**config.mk**
```make
export PLATFORM = sky130hd
export DESIGN_NAME = scaled_seven_segment_text_renderer_core
export DESIGN_NICKNAME = d
export VERILOG_FILES = /design/src/sv/sssr_pkg.sv /design/src/sv/scaled_seven_segment_text_renderer_core.sv
export SDC_FILE = /design/constraint.sdc
export NUM_CORES = 1
export LEC_CHECK = 0
export ABC_CLOCK_PERIOD_IN_PS = 8210
export BUFFER_PORTS_ARGS = -buffer_cell sky130_fd_sc_hd__buf_2
export CAP_MARGIN = 20
export CELL_PAD_IN_SITES_DETAIL_PLACEMENT = 1
export CELL_PAD_IN_SITES_GLOBAL_PLACEMENT = 1
export CORE_ASPECT_RATIO = 1.2
export CORE_MARGIN = 2
export CORE_UTILIZATION = 44
export DETAILED_ROUTE_END_ITERATION = 8
export MAX_ROUTING_LAYER = met4
export PLACE_DENSITY = 0.69
export SLEW_MARGIN = 15
export SYNTH_ARGS = -nofsm -noshare
export SYNTH_HDL_FRONTEND = slang
export SYNTH_SLANG_ARGS = --single-unit
```
**constraint.sdc**
```tcl
create_clock -name clk -period 8.21 [get_ports clk]
set_clock_uncertainty 0.1 [all_clocks]
set_input_delay 0.4105 -clock clk [delete_from_list [all_inputs] [get_ports clk]]
set_output_delay 0.4105 -clock clk [all_outputs]
set_load 0.01 [all_outputs]
```
**src/sv/sssr_pkg.sv**
```systemverilog
package sssr_pkg;

  localparam int MAX_DIGITS = 16;
  localparam int MAX_SCALE  = 10;

  localparam int IDX_W   = $clog2(MAX_DIGITS);
  localparam int COUNT_W = $clog2(MAX_DIGITS + 1);
  localparam int ROW_W   = $clog2(2 * MAX_SCALE + 3);
  localparam int COL_W   = $clog2(MAX_SCALE + 3);

  localparam logic OP_LOAD = 1'b0;
  localparam logic OP_TICK = 1'b1;

  localparam logic [6:0] CH_SPACE = 7'd32;
  localparam logic [6:0] CH_DASH  = 7'd45;
  localparam logic [6:0] CH_BAR   = 7'd124;
  localparam logic [6:0] CH_NL    = 7'd10;

  // segment bits a..g in bits 0..6
  localparam int SEG_A = 0;
  localparam int SEG_B = 1;
  localparam int SEG_C = 2;
  localparam int SEG_D = 3;
  localparam int SEG_E = 4;
  localparam int SEG_F = 5;
  localparam int SEG_G = 6;

  typedef struct packed {
    logic       operation;
    logic [3:0] digit_value;
    logic       start_new;
  } in_item_t;

  typedef struct packed {
    logic [6:0] char_code;
    logic       end_of_line;
    logic       end_of_frame;
  } out_item_t;

  function automatic logic [6:0] glyph_segs(input logic [3:0] d);
    logic [6:0] m;
    unique case (d)
      4'd0:    m = 7'h3F;
      4'd1:    m = 7'h06;
      4'd2:    m = 7'h5B;
      4'd3:    m = 7'h4F;
      4'd4:    m = 7'h66;
      4'd5:    m = 7'h6D;
      4'd6:    m = 7'h7D;
      4'd7:    m = 7'h07;
      4'd8:    m = 7'h7F;
      4'd9:    m = 7'h6F;
      default: m = 7'h00;
    endcase
    return m;
  endfunction

endpackage

```
**src/sv/scaled_seven_segment_text_renderer_core.sv**
```systemverilog
// channel   dir   handshake             payload
// in        in    in_valid / in_ready   in_data    (operation, digit_value, start_new)
// out       out   out_valid / out_ready out_data   (char_code, end_of_line, end_of_frame)
// cfg       in    cfg_valid / cfg_ready cfg_data   (scale_size)
//
// every item is handled in the cycle it is accepted; one item per cycle
// the single result register sets the rate: in_ready drops only while a result is stalled
// a load or a tick on an empty string gives no result
// rst clears digit count, scan position and result valid; scale resets to 1
// cfg_ready is always high
module scaled_seven_segment_text_renderer_core (
  input  logic                clk,
  input  logic                rst,
  input  logic                in_valid,
  output logic                in_ready,
  input  sssr_pkg::in_item_t  in_data,
  output logic                out_valid,
  input  logic                out_ready,
  output sssr_pkg::out_item_t out_data,
  input  logic                cfg_valid,
  output logic                cfg_ready,
  input  logic [3:0]          cfg_data
);
  import sssr_pkg::*;

  logic [3:0]         digit_store [MAX_DIGITS];
  logic [COUNT_W-1:0] digit_count;
  logic [ROW_W-1:0]   scan_row;
  logic [COUNT_W-1:0] scan_digit;
  logic [COL_W-1:0]   scan_column;
  logic [3:0]         scale_size;

  logic [COUNT_W-1:0] digit_count_next;
  logic [ROW_W-1:0]   scan_row_next;
  logic [COUNT_W-1:0] scan_digit_next;
  logic [COL_W-1:0]   scan_column_next;
  logic               out_valid_next;
  out_item_t          out_data_next;

  logic               accept;
  logic [3:0]         s_eff;
  logic [ROW_W-1:0]   s_r;
  logic [ROW_W-1:0]   row_mid;
  logic [ROW_W-1:0]   row_last;
  logic [COL_W-1:0]   col_right;
  logic [COL_W-1:0]   col_space;
  logic               oob;
  logic [ROW_W-1:0]   pr;
  logic [COUNT_W-1:0] pd;
  logic [COL_W-1:0]   pc;
  logic [6:0]         segs;
  logic               left;
  logic               right;
  logic               mid;
  logic [6:0]         glyph_ch;
  logic               wr_en;
  logic [COUNT_W-1:0] wr_pos;

  assign in_ready  = !out_valid || out_ready;
  assign cfg_ready = 1'b1;
  assign accept    = in_valid && in_ready;

  always_comb begin
    if (scale_size == 4'd0) begin
      s_eff = 4'd1;
    end else if (scale_size > 4'(MAX_SCALE)) begin
      s_eff = 4'(MAX_SCALE);
    end else begin
      s_eff = scale_size;
    end
  end

  assign s_r       = ROW_W'(s_eff);
  assign row_mid   = s_r + ROW_W'(1);
  assign row_last  = s_r + s_r + ROW_W'(2);
  assign col_right = COL_W'(s_eff) + COL_W'(1);
  assign col_space = COL_W'(s_eff) + COL_W'(2);

  assign oob = (scan_row > row_last) || (scan_digit > digit_count) ||
               ((scan_digit < digit_count) && (scan_column > col_space));
  assign pr  = oob ? '0 : scan_row;
  assign pd  = oob ? '0 : scan_digit;
  assign pc  = oob ? '0 : scan_column;

  assign segs  = glyph_segs(digit_store[pd[IDX_W-1:0]]);
  assign left  = (pc == '0);
  assign right = (pc == col_right);
  assign mid   = !left && !right;

  always_comb begin
    glyph_ch = CH_SPACE;
    if (pr == '0) begin
      if (mid && segs[SEG_A]) glyph_ch = CH_DASH;
    end else if (pr == row_mid) begin
      if (mid && segs[SEG_G]) glyph_ch = CH_DASH;
    end else if (pr == row_last) begin
      if (mid && segs[SEG_D]) glyph_ch = CH_DASH;
    end else if (pr <= s_r) begin
      if ((left && segs[SEG_F]) || (right && segs[SEG_B])) glyph_ch = CH_BAR;
    end else begin
      if ((left && segs[SEG_E]) || (right && segs[SEG_C])) glyph_ch = CH_BAR;
    end
  end

  always_comb begin
    digit_count_next = digit_count;
    scan_row_next    = scan_row;
    scan_digit_next  = scan_digit;
    scan_column_next = scan_column;
    out_valid_next   = out_valid && !out_ready;
    out_data_next    = out_data;
    wr_en            = 1'b0;
    wr_pos           = in_data.start_new ? '0 : digit_count;
    if (accept) begin
      if (in_data.operation == OP_LOAD) begin
        if (in_data.start_new) begin
          scan_row_next    = '0;
          scan_digit_next  = '0;
          scan_column_next = '0;
        end
        if (in_data.start_new || (digit_count < COUNT_W'(MAX_DIGITS))) begin
          wr_en            = 1'b1;
          digit_count_next = wr_pos + COUNT_W'(1);
        end
      end else if (digit_count != '0) begin
        out_valid_next = 1'b1;
        if (pd == digit_count) begin
          out_data_next.char_code    = CH_NL;
          out_data_next.end_of_line  = 1'b1;
          out_data_next.end_of_frame = (pr == row_last);
          scan_digit_next            = '0;
          scan_column_next           = '0;
          scan_row_next              = (pr == row_last) ? '0 : pr + ROW_W'(1);
        end else begin
          out_data_next.char_code    = (pc == col_space) ? CH_SPACE : glyph_ch;
          out_data_next.end_of_line  = 1'b0;
          out_data_next.end_of_frame = 1'b0;
          scan_row_next              = pr;
          if (pc >= col_space) begin
            scan_column_next = '0;
            scan_digit_next  = pd + COUNT_W'(1);
          end else begin
            scan_column_next = pc + COL_W'(1);
            scan_digit_next  = pd;
          end
        end
      end
    end
  end

  always_ff @(posedge clk) begin
    if (rst) begin
      digit_count <= '0;
      scan_row    <= '0;
      scan_digit  <= '0;
      scan_column <= '0;
      scale_size  <= 4'd1;
      out_valid   <= 1'b0;
    end else begin
      digit_count <= digit_count_next;
      scan_row    <= scan_row_next;
      scan_digit  <= scan_digit_next;
      scan_column <= scan_column_next;
      out_valid   <= out_valid_next;
      if (cfg_valid && cfg_ready) begin
        scale_size <= cfg_data;
      end
    end
  end

  always_ff @(posedge clk) begin
    out_data <= out_data_next;
    if (wr_en) begin
      digit_store[wr_pos[IDX_W-1:0]] <= in_data.digit_value;
    end
  end

  a_count_bound: assert property (@(posedge clk) disable iff (rst)
    digit_count <= COUNT_W'(MAX_DIGITS))
    else $error("digit count above store depth");

  a_col_bound: assert property (@(posedge clk) disable iff (rst)
    scan_column <= COL_W'(MAX_SCALE + 2))
    else $error("scan column beyond widest glyph cell");

  a_eof_eol: assert property (@(posedge clk) disable iff (rst)
    out_valid && out_data.end_of_frame |-> out_data.end_of_line)
    else $error("end of frame without end of line");

  a_eol_nl: assert property (@(posedge clk) disable iff (rst)
    out_valid && out_data.end_of_line |-> out_data.char_code == CH_NL)
    else $error("row end is not a newline");

  a_tick_result: assert property (@(posedge clk) disable iff (rst)
    accept && in_data.operation == OP_TICK && digit_count != '0 |=> out_valid)
    else $error("tick on loaded string gave no result");

  a_load_silent: assert property (@(posedge clk) disable iff (rst)
    accept && in_data.operation == OP_LOAD |=> !out_valid)
    else $error("load produced a result");

endmodule
```
==> flow_summary.yaml, run 1 <==
detailed_routing:
  vias: 4250
  ant_nets: 0
  drtPass1Iterations: 4
  drtIter0Drc: 242
  drt-vias-per-instance: 5.95
  drc: 0
  finalWirelength_um: 15100
  wl_per_cell_um: 21.1
global_routing:
  grt_util_all_layers: 0.237
  antenna_found_initial: 0
  grt_pass1_wl_um: 24200
  overflow: 0
  grt_start_max_net_pins: 25
  grt_pass1_vias: 4490
die:
  rows: 45
  die_h_um: 129
  io_pins: 27
  core_area_um2: 12700
  fp.dieW_um: 108
  die_area_um2: 14000
  initial_utilization: 0.451
power_and_ir_drop:
  p_seq_frac: 0.486
  switching_power_uw: 286
  p_int_uw: 813
  power.density_nw_per_um2: 174
  p_sw_frac: 0.260
  pwr-share-comb: 0.104
  ir_drop_mv: 0.177
  p_leak_nw: 2.31
  p_clk_frac: 0.410
clocking:
  hold_buffers: 0
  cts-root-buf: "clkbuf_16"
  clock_latency_ns: 0.36
  cts_htree_levels: 3
  clkSinkCount: 97
  post_cts_buffers: 0
  clock_path_buffers: 2
  cts.reportedPaths.clkPinSlew_ns: 0.07
  ctsResizeCount: 0
  cts_tree: "built"
  numCtsBuffers: 9
synthesis:
  synth.net_count: 581
  post_synth.cell_area_avg_um2: 10.9
  ys_seq_area_frac: 0.465
  post-synth-top-area-cell: "edfxtp_1"
  ys_ff_latch: 97
  yosysTopAreaCellShare: 0.382
  synth_async_sr_flop_share: 0
  ys_top_cells_by_area: "edfxtp_1, dfxtp_1, ha_1, nor2_1, mux4_1"
  yosysWarnings: 0
  synth_flop_cell: "edfxtp_1"
  synth_cell_types: 86
  synthCells: 529
  synth_edf_count: 73
  syn_area_um2: 5740
finish:
  fin_util: 0.495
  multi_input_area_um2: 2820
  drive_gt1_frac: 0.135
  syn_to_final_growth_pct: 9.78
  fill_cells: 1399
  nNetsFinal: 597
  ff_latch_area_um2: 2670
  n_antenna_cell: 0
sta:
  maxSlewViolCount: 0
  finalSetupTns_ns: 0
  maxSlewHeadroom: 0.376
  fmax_mhz: 160
  rsz0062_at_grt: "false"
  post-route-period-util: 0.760
  finalHoldViolations: 0
  max_slew.worst_pin.slew_ns: 0.936
  setup_viol: 0
  period_needed_ns: 6.24
critical_path:
  required_ns: 8.21
  critPathLaunchType: "flip-flop"
  critPathKind: "reg -> reg"
  crit_path_frequent_cell: "mux2i_1"
  crit_fanout: 19
  critPathCaptureType: "flip-flop"
  path_cells: "nand2b_1 > a21oi_1 > inv_1 > ha_1 > xor2_2 > inv_2 > ha_1 > nand2_1 > o32ai_1 > nor2_1 > nor3_4 > nand2_1 > mux2i_1 > mux2i_1 > mux2_2 > mux2i_1 > ha_1 > inv_1 > mux2i_1 > a211oi_1 > nor4_2 > or3_1"
  critPathMaxStageDelay_ns: 0.66
  cp_slowest_cell: "nor3_4"
  cp.arrival_ns: 6.24
place:
  gp_congestion: 0.888
  numPortBuffers: 25
  hpwlAfterDp_um: 11300
hold_path:
  hold_path_class: "in -> reg"
run:
  cap_violations: 0
outcome:
  status: "finished clean"
## critical path, delay by kind of cell (launching register included)
family / cells / cell delay [ns]
AND/OR/NAND/NOR: 7 / 1.87
adder cells (fa/ha/maj): 3 / 0.93
buffers and inverters: 3 / 0.40
AO/OA/AOI/OAI: 3 / 0.87
multiplexers: 5 / 0.98
flip-flops: 1 / 0.52
XOR/XNOR: 1 / 0.29
## per-stage QoR
step | cell area (µm²) | std cells | power [mW] | setup slack (ns) | hold slack (ns)
finish | 6300 | 714 | 1.10 | 1.97 | 0.182
floorplan | 5740 | 529 | 0.624 | 2.75 | 0.383
CTS | 6300 | 714 | 1.11 | 1.92 | 0.177
global placement | 5990 | 698 | 0.657 | 2.11 | 0.419
detailed placement | 5990 | 698 | 0.660 | 1.92 | 0.441
global route | 6300 | 714 | 1.14 | 1.39 | 0.204
## logic make-up after synthesis
group,count (synthesis),synth area share
buf+inv,61,0.0442
flops,97,0.465
fa+ha+maj,37,0.0806
other cells,1,0.000653
simple gates,172,0.151
mux,29,0.0776
compound gates,120,0.161
xor+xnor,12,0.0196
## layer usage
layer  global-route usage  part of all wire  vias up
met2                0.429              0.54       61
met5                    -                 0        -
met3               0.0257             0.021       25
li1                     -                 -     2024
met1                0.267              0.41     2140
met4               0.0950             0.029        0
## layout make-up
class | instances | area share
clock inverter | 6 | 0.0135
sequential | 97 | 0.424
tap | 164 | 0.0325
inverter | 37 | 0.0224
clock buffer | 10 | 0.0363
multi-input combinational | 371 | 0.447
timing repair buffer | 29 | 0.0246
## state kept, by name (all words and copies together) (netlist names)
| register | count |
|---|---|
| digit_store | 64 |
| out_data | 9 |
| digit_count | 5 |
| scan_digit | 5 |
| scan_row | 5 |
| scale_size | 4 |
| scan_column | 4 |
| out_valid | 1 |
## final timing paths
| check | startpoint | slack, ns | cells past startpoint | endpoint |
|---|---|---|---|---|
| worst max-delay path | scale_size[3]$_SDFFE_PP0P_ | 1.97 | 22 | out_data[5]$_SDFFCE_PP1P_ |
| worst min-delay path | cfg_data[0] | 0.18 | 3 | scale_size[0]$_SDFFE_PP1P_ |
| worst max register to register | scale_size[3]$_SDFFE_PP0P_ | 1.97 | 22 | out_data[5]$_SDFFCE_PP1P_ |
| worst min register to register | scan_row[0]$_SDFFE_PP0P_ | 0.46 | 2 | scan_row[0]$_SDFFE_PP0P_ |
## synth_stat cells (all sizes together), types with 4 or more instances
cell type and number:
nand3 6, a31oi 9, o21ai 26, a211oi 5, nor3 15, nor2b 5, mux2i 16, clkbuf 17
xor2 4, nand2 40, and2 8, buf 7, o22ai 4, edfxtp 73, ha 37, dfxtp 24
a2111oi 5, or3 8, nand4 6, mux4 10, a22oi 5, nand2b 7, nor2 55, a21oi 17
or2 4, inv 37, o41ai 4, xnor2 8, o21a 5
## power by group through the flow
stage / combinational (mW) / sequential [mW] / clock [mW]
6_report: 0.114 / 0.534 / 0.450
5_1_grt: 0.127 / 0.535 / 0.474
4_1_cts: 0.115 / 0.534 / 0.456
3_5_place_dp: 0.115 / 0.545 / 0
3_3_place_gp: 0.112 / 0.545 / 0
2_1_floorplan: 0.0799 / 0.544 / 0
## cells in the final DEF (no fill, tap or decap), types with 3 or more instances in the layout
master / count
a211oi_1: 4
a21oi_1: 17
a22oi_1: 5
a311oi_1: 3
a31oi_1: 8
a32o_1: 3
and2_1: 7
and3_1: 3
buf_2: 25
buf_4: 4
clkbuf_16: 9
dfxtp_1: 24
edfxtp_1: 73
ha_1: 37
inv_1: 35
mux2_2: 3
mux2i_1: 16
mux4_1: 7
mux4_2: 3
nand2_1: 40
nand2b_1: 7
nand3_1: 6
nand4_1: 5
nor2_1: 55
nor2b_1: 5
nor3_1: 13
o2111ai_1: 3
o21a_1: 5
o21ai_0: 24
o22ai_1: 4
o41ai_1: 4
or3_1: 8
or4_1: 3
xnor2_1: 8
xor2_1: 3
Note: power is estimated with default switching activity, not from simulation.
==> run 2, diff against run 1 <==
--- a/config.mk
+++ b/config.mk
@@ -5,7 +5,7 @@
 export SDC_FILE = /design/constraint.sdc
 export NUM_CORES = 1
 export LEC_CHECK = 0
-export ABC_CLOCK_PERIOD_IN_PS = 8210
+export ABC_CLOCK_PERIOD_IN_PS = 6200
 export BUFFER_PORTS_ARGS = -buffer_cell sky130_fd_sc_hd__buf_2
 export CAP_MARGIN = 20
 export CELL_PAD_IN_SITES_DETAIL_PLACEMENT = 1
==> constraint.sdc (replaced) <==
create_clock -name clk -period 6.2 [get_ports clk]
set_clock_uncertainty 0.1 [all_clocks]
set_input_delay 0.31 -clock clk [delete_from_list [all_inputs] [get_ports clk]]
set_output_delay 0.31 -clock clk [all_outputs]
set_load 0.01 [all_outputs]
==> flow_summary.yaml, run 2 (synthesis results as in run 1) <==
outcome:
  status: "finished clean"
critical_path:
  critPathKind: "reg -> reg"
  crit_fanout: 8
  reg2reg_from: "scale_size[0]$_SDFFE_PP1P_"
  required_ns: 6.21
  worst-r2r-setup-slack_ns: 0.51
  cp.arrival_ns: 5.70
  timing.rr.end: "out_data[5]$_SDFFCE_PP1P_"
  critPathLaunchType: "flip-flop"
  r2r_cells: 24
  critPathCaptureType: "flip-flop"
clocking:
  numCtsBuffers: 9
  cts-root-buf: "clkbuf_16"
  cts_tree: "built"
  cts_htree_levels: 3
  clkSinkCount: 97
  cts.reportedPaths.clkPinSlew_ns: 0.08
  clock_latency_ns: 0.37
  clock_path_buffers: 2
die:
  fp.dieW_um: 108
  io_pins: 27
  die_h_um: 129
  die_area_um2: 14000
  core_area_um2: 12700
  initial_utilization: 0.451
  rows: 45
power_and_ir_drop:
  total_power_mw: 1.47
  ir_drop_mv: 0.287
  p_leak_nw: 2.34
  power.density_nw_per_um2: 232
sta:
  post-route-period-util: 0.918
  maxSlewViolCount: 0
  finalHoldViolations: 0
  period_needed_ns: 5.69
  whs_ns: 0.0677
  maxSlewHeadroom: 0.338
  finalSetupTns_ns: 0
  setup_viol: 0
  max_slew.worst_pin.slew_ns: 0.994
  fmax_mhz: 176
hold_path:
  hold_end: "scale_size[0]$_SDFFE_PP1P_"
  min-delay-start: "cfg_data[0]"
  holdPathStages: 3
  hold_path_class: "in -> reg"
detailed_routing:
  drtPass1Iterations: 4
  drc: 0
  ant_nets: 0
  drt-vias-per-instance: 5.97
  finalWirelength_um: 15200
  wl_per_cell_um: 21.1
  drtIter0Drc: 236
  vias: 4287
run:
  cap_violations: 0
finish:
  largest_reg_flops: 64
  drive_gt1_frac: 0.146
  n_antenna_cell: 0
  final_cell_mix: "edfxtp_1, nor2_1, nand2_1"
  fin_cells: 718
  syn_to_final_growth_pct: 10.4
  layout_commonest_cell: "edfxtp_1"
  nNetsFinal: 601
global_routing:
  grt_pass1_wl_um: 24300
  grt_util_all_layers: 0.240
  grt_start_max_net_pins: 25
  overflow: 0
  grt_pass1_vias: 4480
  antenna_found_initial: 0
place:
  gp_congestion: 0.899
  hpwlAfterDp_um: 11200
  numPortBuffers: 25
  place_inst: 700
==> run 2: cell types whose count changed in the layout (fill, tap and decap cells not counted), sizes merged <==
cell	before	now
clkbuf	10	9
clkinvlp	1	0
inv	40	42
buf	29	33
==> run 2: metal layers <==
| layer | vias up | track usage | wire [µm] |
|---|---|---|---|
| met5 | - | - | 0 |
| met4 | 0 | 0.120 | 529 |
| met3 | 36 | 0.0277 | 452 |
| met2 | 85 | 0.421 | 7920 |
| met1 | 2134 | 0.269 | 6250 |
| li1 | 2032 | - | - |
==> run 2: repair_timing <==
item,4_1_cts,5_1_grt
resized for setup,0,3
hold buffers,0,0
setup endpoints to repair,0,6
setup buffers,0,2
==> run 2: worst max-delay path by stage <==
stage / from / endpoint / slack [ns] / depth (start not counted)
2_1_floorplan: scale_size[3]$_SDFFE_PP0P_ / out_data[5]$_SDFFCE_PP1P_ / 0.74 / 25
3_3_place_gp: scale_size[3]$_SDFFE_PP0P_ / out_data[5]$_SDFFCE_PP1P_ / 0.60 / 23
3_5_place_dp: scale_size[3]$_SDFFE_PP0P_ / out_data[5]$_SDFFCE_PP1P_ / 0.37 / 21
4_1_cts: scale_size[3]$_SDFFE_PP0P_ / out_data[5]$_SDFFCE_PP1P_ / 0.31 / 21
5_1_grt: scale_size[3]$_SDFFE_PP0P_ / out_data[5]$_SDFFCE_PP1P_ / -0.001 / 24
6_report: scale_size[0]$_SDFFE_PP1P_ / out_data[5]$_SDFFCE_PP1P_ / 0.51 / 24
==> run 2: area by class of cell <==
cell class,instances,area [µm²]
clock buffers,9,225
clock inverters,7,92.6
fillers,1411,6380
inverters,37,141
multi-input cells,371,2820
flip-flops and latches,97,2670
well taps,164,205
repair buffers,33,185
==> run 2: stage by stage <==
| stage | cell area, µm² | setup slack [ns] | utilization |
|---|---|---|---|
| finish | 6340 | 0.511 | 0.498 |
| global route | 6340 | -0.00116 | 0.498 |
| CTS | 6320 | 0.307 | 0.497 |
| detailed placement | 6010 | 0.368 | 0.472 |
| global placement | 6010 | 0.602 | 0.472 |
| floorplan | 5740 | 0.740 | - |
==> run 2: power by group <==
group | switching, mW | internal (mW) | total [mW]
clock network | 0.279 | 0.325 | 0.604
logic | 0.105 | 0.0555 | 0.160
registers | 0.00529 | 0.702 | 0.708
total | 0.389 | 1.08 | 1.47
==> run 2: critical path, stage by stage, from the launching register on <==
cell and delay, ns:
dfxtp_1 0.36, nand2b_1 0.17, a21oi_1 0.29, inv_1 0.22, ha_1 0.30, xor2_2 0.29
inv_2 0.11, ha_1 0.30, nand2_1 0.05, o32ai_1 0.34, nor2_1 0.22, nor3_4 0.19
buf_4 0.18, nand2_1 0.08, inv_1 0.12, ha_1 0.25, nor2b_1 0.14, o21a_1 0.16
o21a_1 0.16, o21ai_0 0.20, a21boi_1 0.30, a32o_1 0.20, a221o_1 0.20, a31oi_2 0.11
or3_1 0.36
==> run 3, diff against run 2 <==
--- a/config.mk
+++ b/config.mk
@@ -5,7 +5,7 @@
 export SDC_FILE = /design/constraint.sdc
 export NUM_CORES = 1
 export LEC_CHECK = 0
-export ABC_CLOCK_PERIOD_IN_PS = 6200
+export ABC_CLOCK_PERIOD_IN_PS = 7100
 export BUFFER_PORTS_ARGS = -buffer_cell sky130_fd_sc_hd__buf_2
 export CAP_MARGIN = 20
 export CELL_PAD_IN_SITES_DETAIL_PLACEMENT = 1
==> constraint.sdc (replaced) <==
create_clock -name clk -period 7.1 [get_ports clk]
set_clock_uncertainty 0.1 [all_clocks]
set_input_delay 0.355 -clock clk [delete_from_list [all_inputs] [get_ports clk]]
set_output_delay 0.355 -clock clk [all_outputs]
set_load 0.01 [all_outputs]
==> flow_summary.yaml, run 3 (synthesis results as in run 1) <==
clocking:
  cts.reportedPaths.clkPinSlew_ns: 0.07
  cts_tree: "built"
  cts-root-buf: "clkbuf_16"
  numCtsBuffers: 9
  clock_path_buffers: 2
  cts_htree_levels: 3
  post_cts_buffers: 0
  ctsResizeCount: 0
  clock_latency_ns: 0.36
  clkSinkCount: 97
  hold_buffers: 0
sta:
  fmax_mhz: 163
  period_needed_ns: 6.12
  post-route-period-util: 0.862
  setup_viol: 0
  rsz0062_at_grt: "false"
  finalHoldViolations: 0
  finalSetupTns_ns: 0
  maxSlewHeadroom: 0.403
  max_slew.worst_pin.slew_ns: 0.896
  maxSlewViolCount: 0
finish:
  final_cell_mix: "edfxtp_1, nor2_1, nand2_1"
  fin_cells: 715
  syn_to_final_growth_pct: 9.83
  multi_input_area_um2: 2820
  ff_latch_area_um2: 2670
  layout_commonest_cell: "edfxtp_1"
  drive_gt1_frac: 0.136
  fill_cells: 1405
  nNetsFinal: 598
  n_antenna_cell: 0
  largest_reg_flops: 64
run:
  cap_violations: 0
critical_path:
  cp_slowest_cell: "dfxtp_1"
  reg2reg_from: "scale_size[3]$_SDFFE_PP0P_"
  crit_path_frequent_cell: "ha_1"
  critPathKind: "reg -> reg"
  crit_fanout: 12
  path_cells: "nand2b_1 > a21oi_1 > inv_1 > ha_1 > xor2_2 > inv_2 > ha_1 > nand2_1 > o32ai_1 > nor2_1 > nor3_4 > nand2_1 > inv_1 > ha_1 > nor2b_1 > o21a_1 > o21a_1 > o21ai_0 > a21boi_0 > a32o_1 > a221o_1 > a31oi_2 > or3_1"
  required_ns: 7.11
  critPathCaptureType: "flip-flop"
  critPathLaunchType: "flip-flop"
  cp.arrival_ns: 6.13
  crit_start: "scale_size[3]$_SDFFE_PP0P_"
  critPathMaxStageDelay_ns: 0.53
global_routing:
  antenna_found_initial: 0
  grt_util_all_layers: 0.240
  overflow: 0
  grt_pass1_wl_um: 24300
  grt_start_max_net_pins: 25
  grt_pass1_vias: 4427
die:
  core_area_um2: 12700
  die_h_um: 129
  initial_utilization: 0.451
  io_pins: 27
  fp.dieW_um: 108
  rows: 45
  die_area_um2: 14000
power_and_ir_drop:
  p_leak_nw: 2.32
  power.density_nw_per_um2: 201
  ir_drop_mv: 0.198
detailed_routing:
  drtPass1Iterations: 4
  drt-vias-per-instance: 5.93
  drtIter0Drc: 195
  vias: 4241
  wl_per_cell_um: 21.1
  ant_nets: 0
  drc: 0
  finalWirelength_um: 15100
hold_path:
  hold_path_class: "in -> reg"
  min-delay-start: "cfg_data[3]"
place:
  gp_congestion: 0.879
  hpwlAfterDp_um: 11200
  numPortBuffers: 25
  place_inst: 699
outcome:
  status: "finished clean"
run 3: report_power, final:
| part | internal, mW | leakage, nW | switching (mW) |
|---|---|---|---|
| clock network | 0.282 | 0.149 | 0.234 |
| registers | 0.613 | 0.849 | 0.00446 |
| logic | 0.0445 | 1.32 | 0.0905 |
| total | 0.940 | 2.32 | 0.329 |
run 3: path summary, 6_finish.rpt:
kind	to	slack (ns)	depth (start not counted)
worst max-delay path	out_data[5]$_SDFFCE_PP1P_	0.98	23
worst min-delay path	scale_size[3]$_SDFFE_PP0P_	0.14	3
worst max register to register	out_data[5]$_SDFFCE_PP1P_	0.98	23
worst min register to register	scan_row[0]$_SDFFE_PP0P_	0.46	2
run 3: stage by stage:
step / hold WS (ns) / utilization / total power, mW / setup slack, ns / instance area (µm²)
2_1_floorplan: 0.327 / - / 0.722 / 1.64 / 5740
3_3_place_gp: 0.426 / 0.471 / 0.762 / 1.24 / 6000
3_5_place_dp: 0.448 / 0.471 / 0.765 / 1.04 / 6000
4_1_cts: 0.143 / 0.496 / 1.28 / 0.999 / 6310
5_1_grt: 0.150 / 0.496 / 1.31 / 0.464 / 6310
6_report: 0.145 / 0.496 / 1.27 / 0.980 / 6310
run 3: cell type report:
class	count	share of cell area
Inverter	37	0.0224
Tap cell	164	0.0325
Clock buffer	10	0.0363
Sequential cell	97	0.424
Multi-Input combinational cell	371	0.447
Timing Repair Buffer	30	0.0258
Clock inverter	6	0.0127
run 3: routing by layer:
metal	vias to the layer above	track usage	part of all wire
met5	-	-	0
met4	0	0.114	0.038
met3	35	0.0407	0.024
met2	67	0.417	0.52
met1	2107	0.267	0.42
li1	2032	-	-
run 3: critical path, delay by kind of cell, from the launching register on:
family / cells / cell delay (ns)
and+or+nand+nor: 7 / 1.57
DFF: 1 / 0.53
xor gates and xnor gates: 1 / 0.30
adders and majority gates: 3 / 0.84
buffers and inverters: 3 / 0.44
AOI/OAI and AO/OA: 9 / 2.07
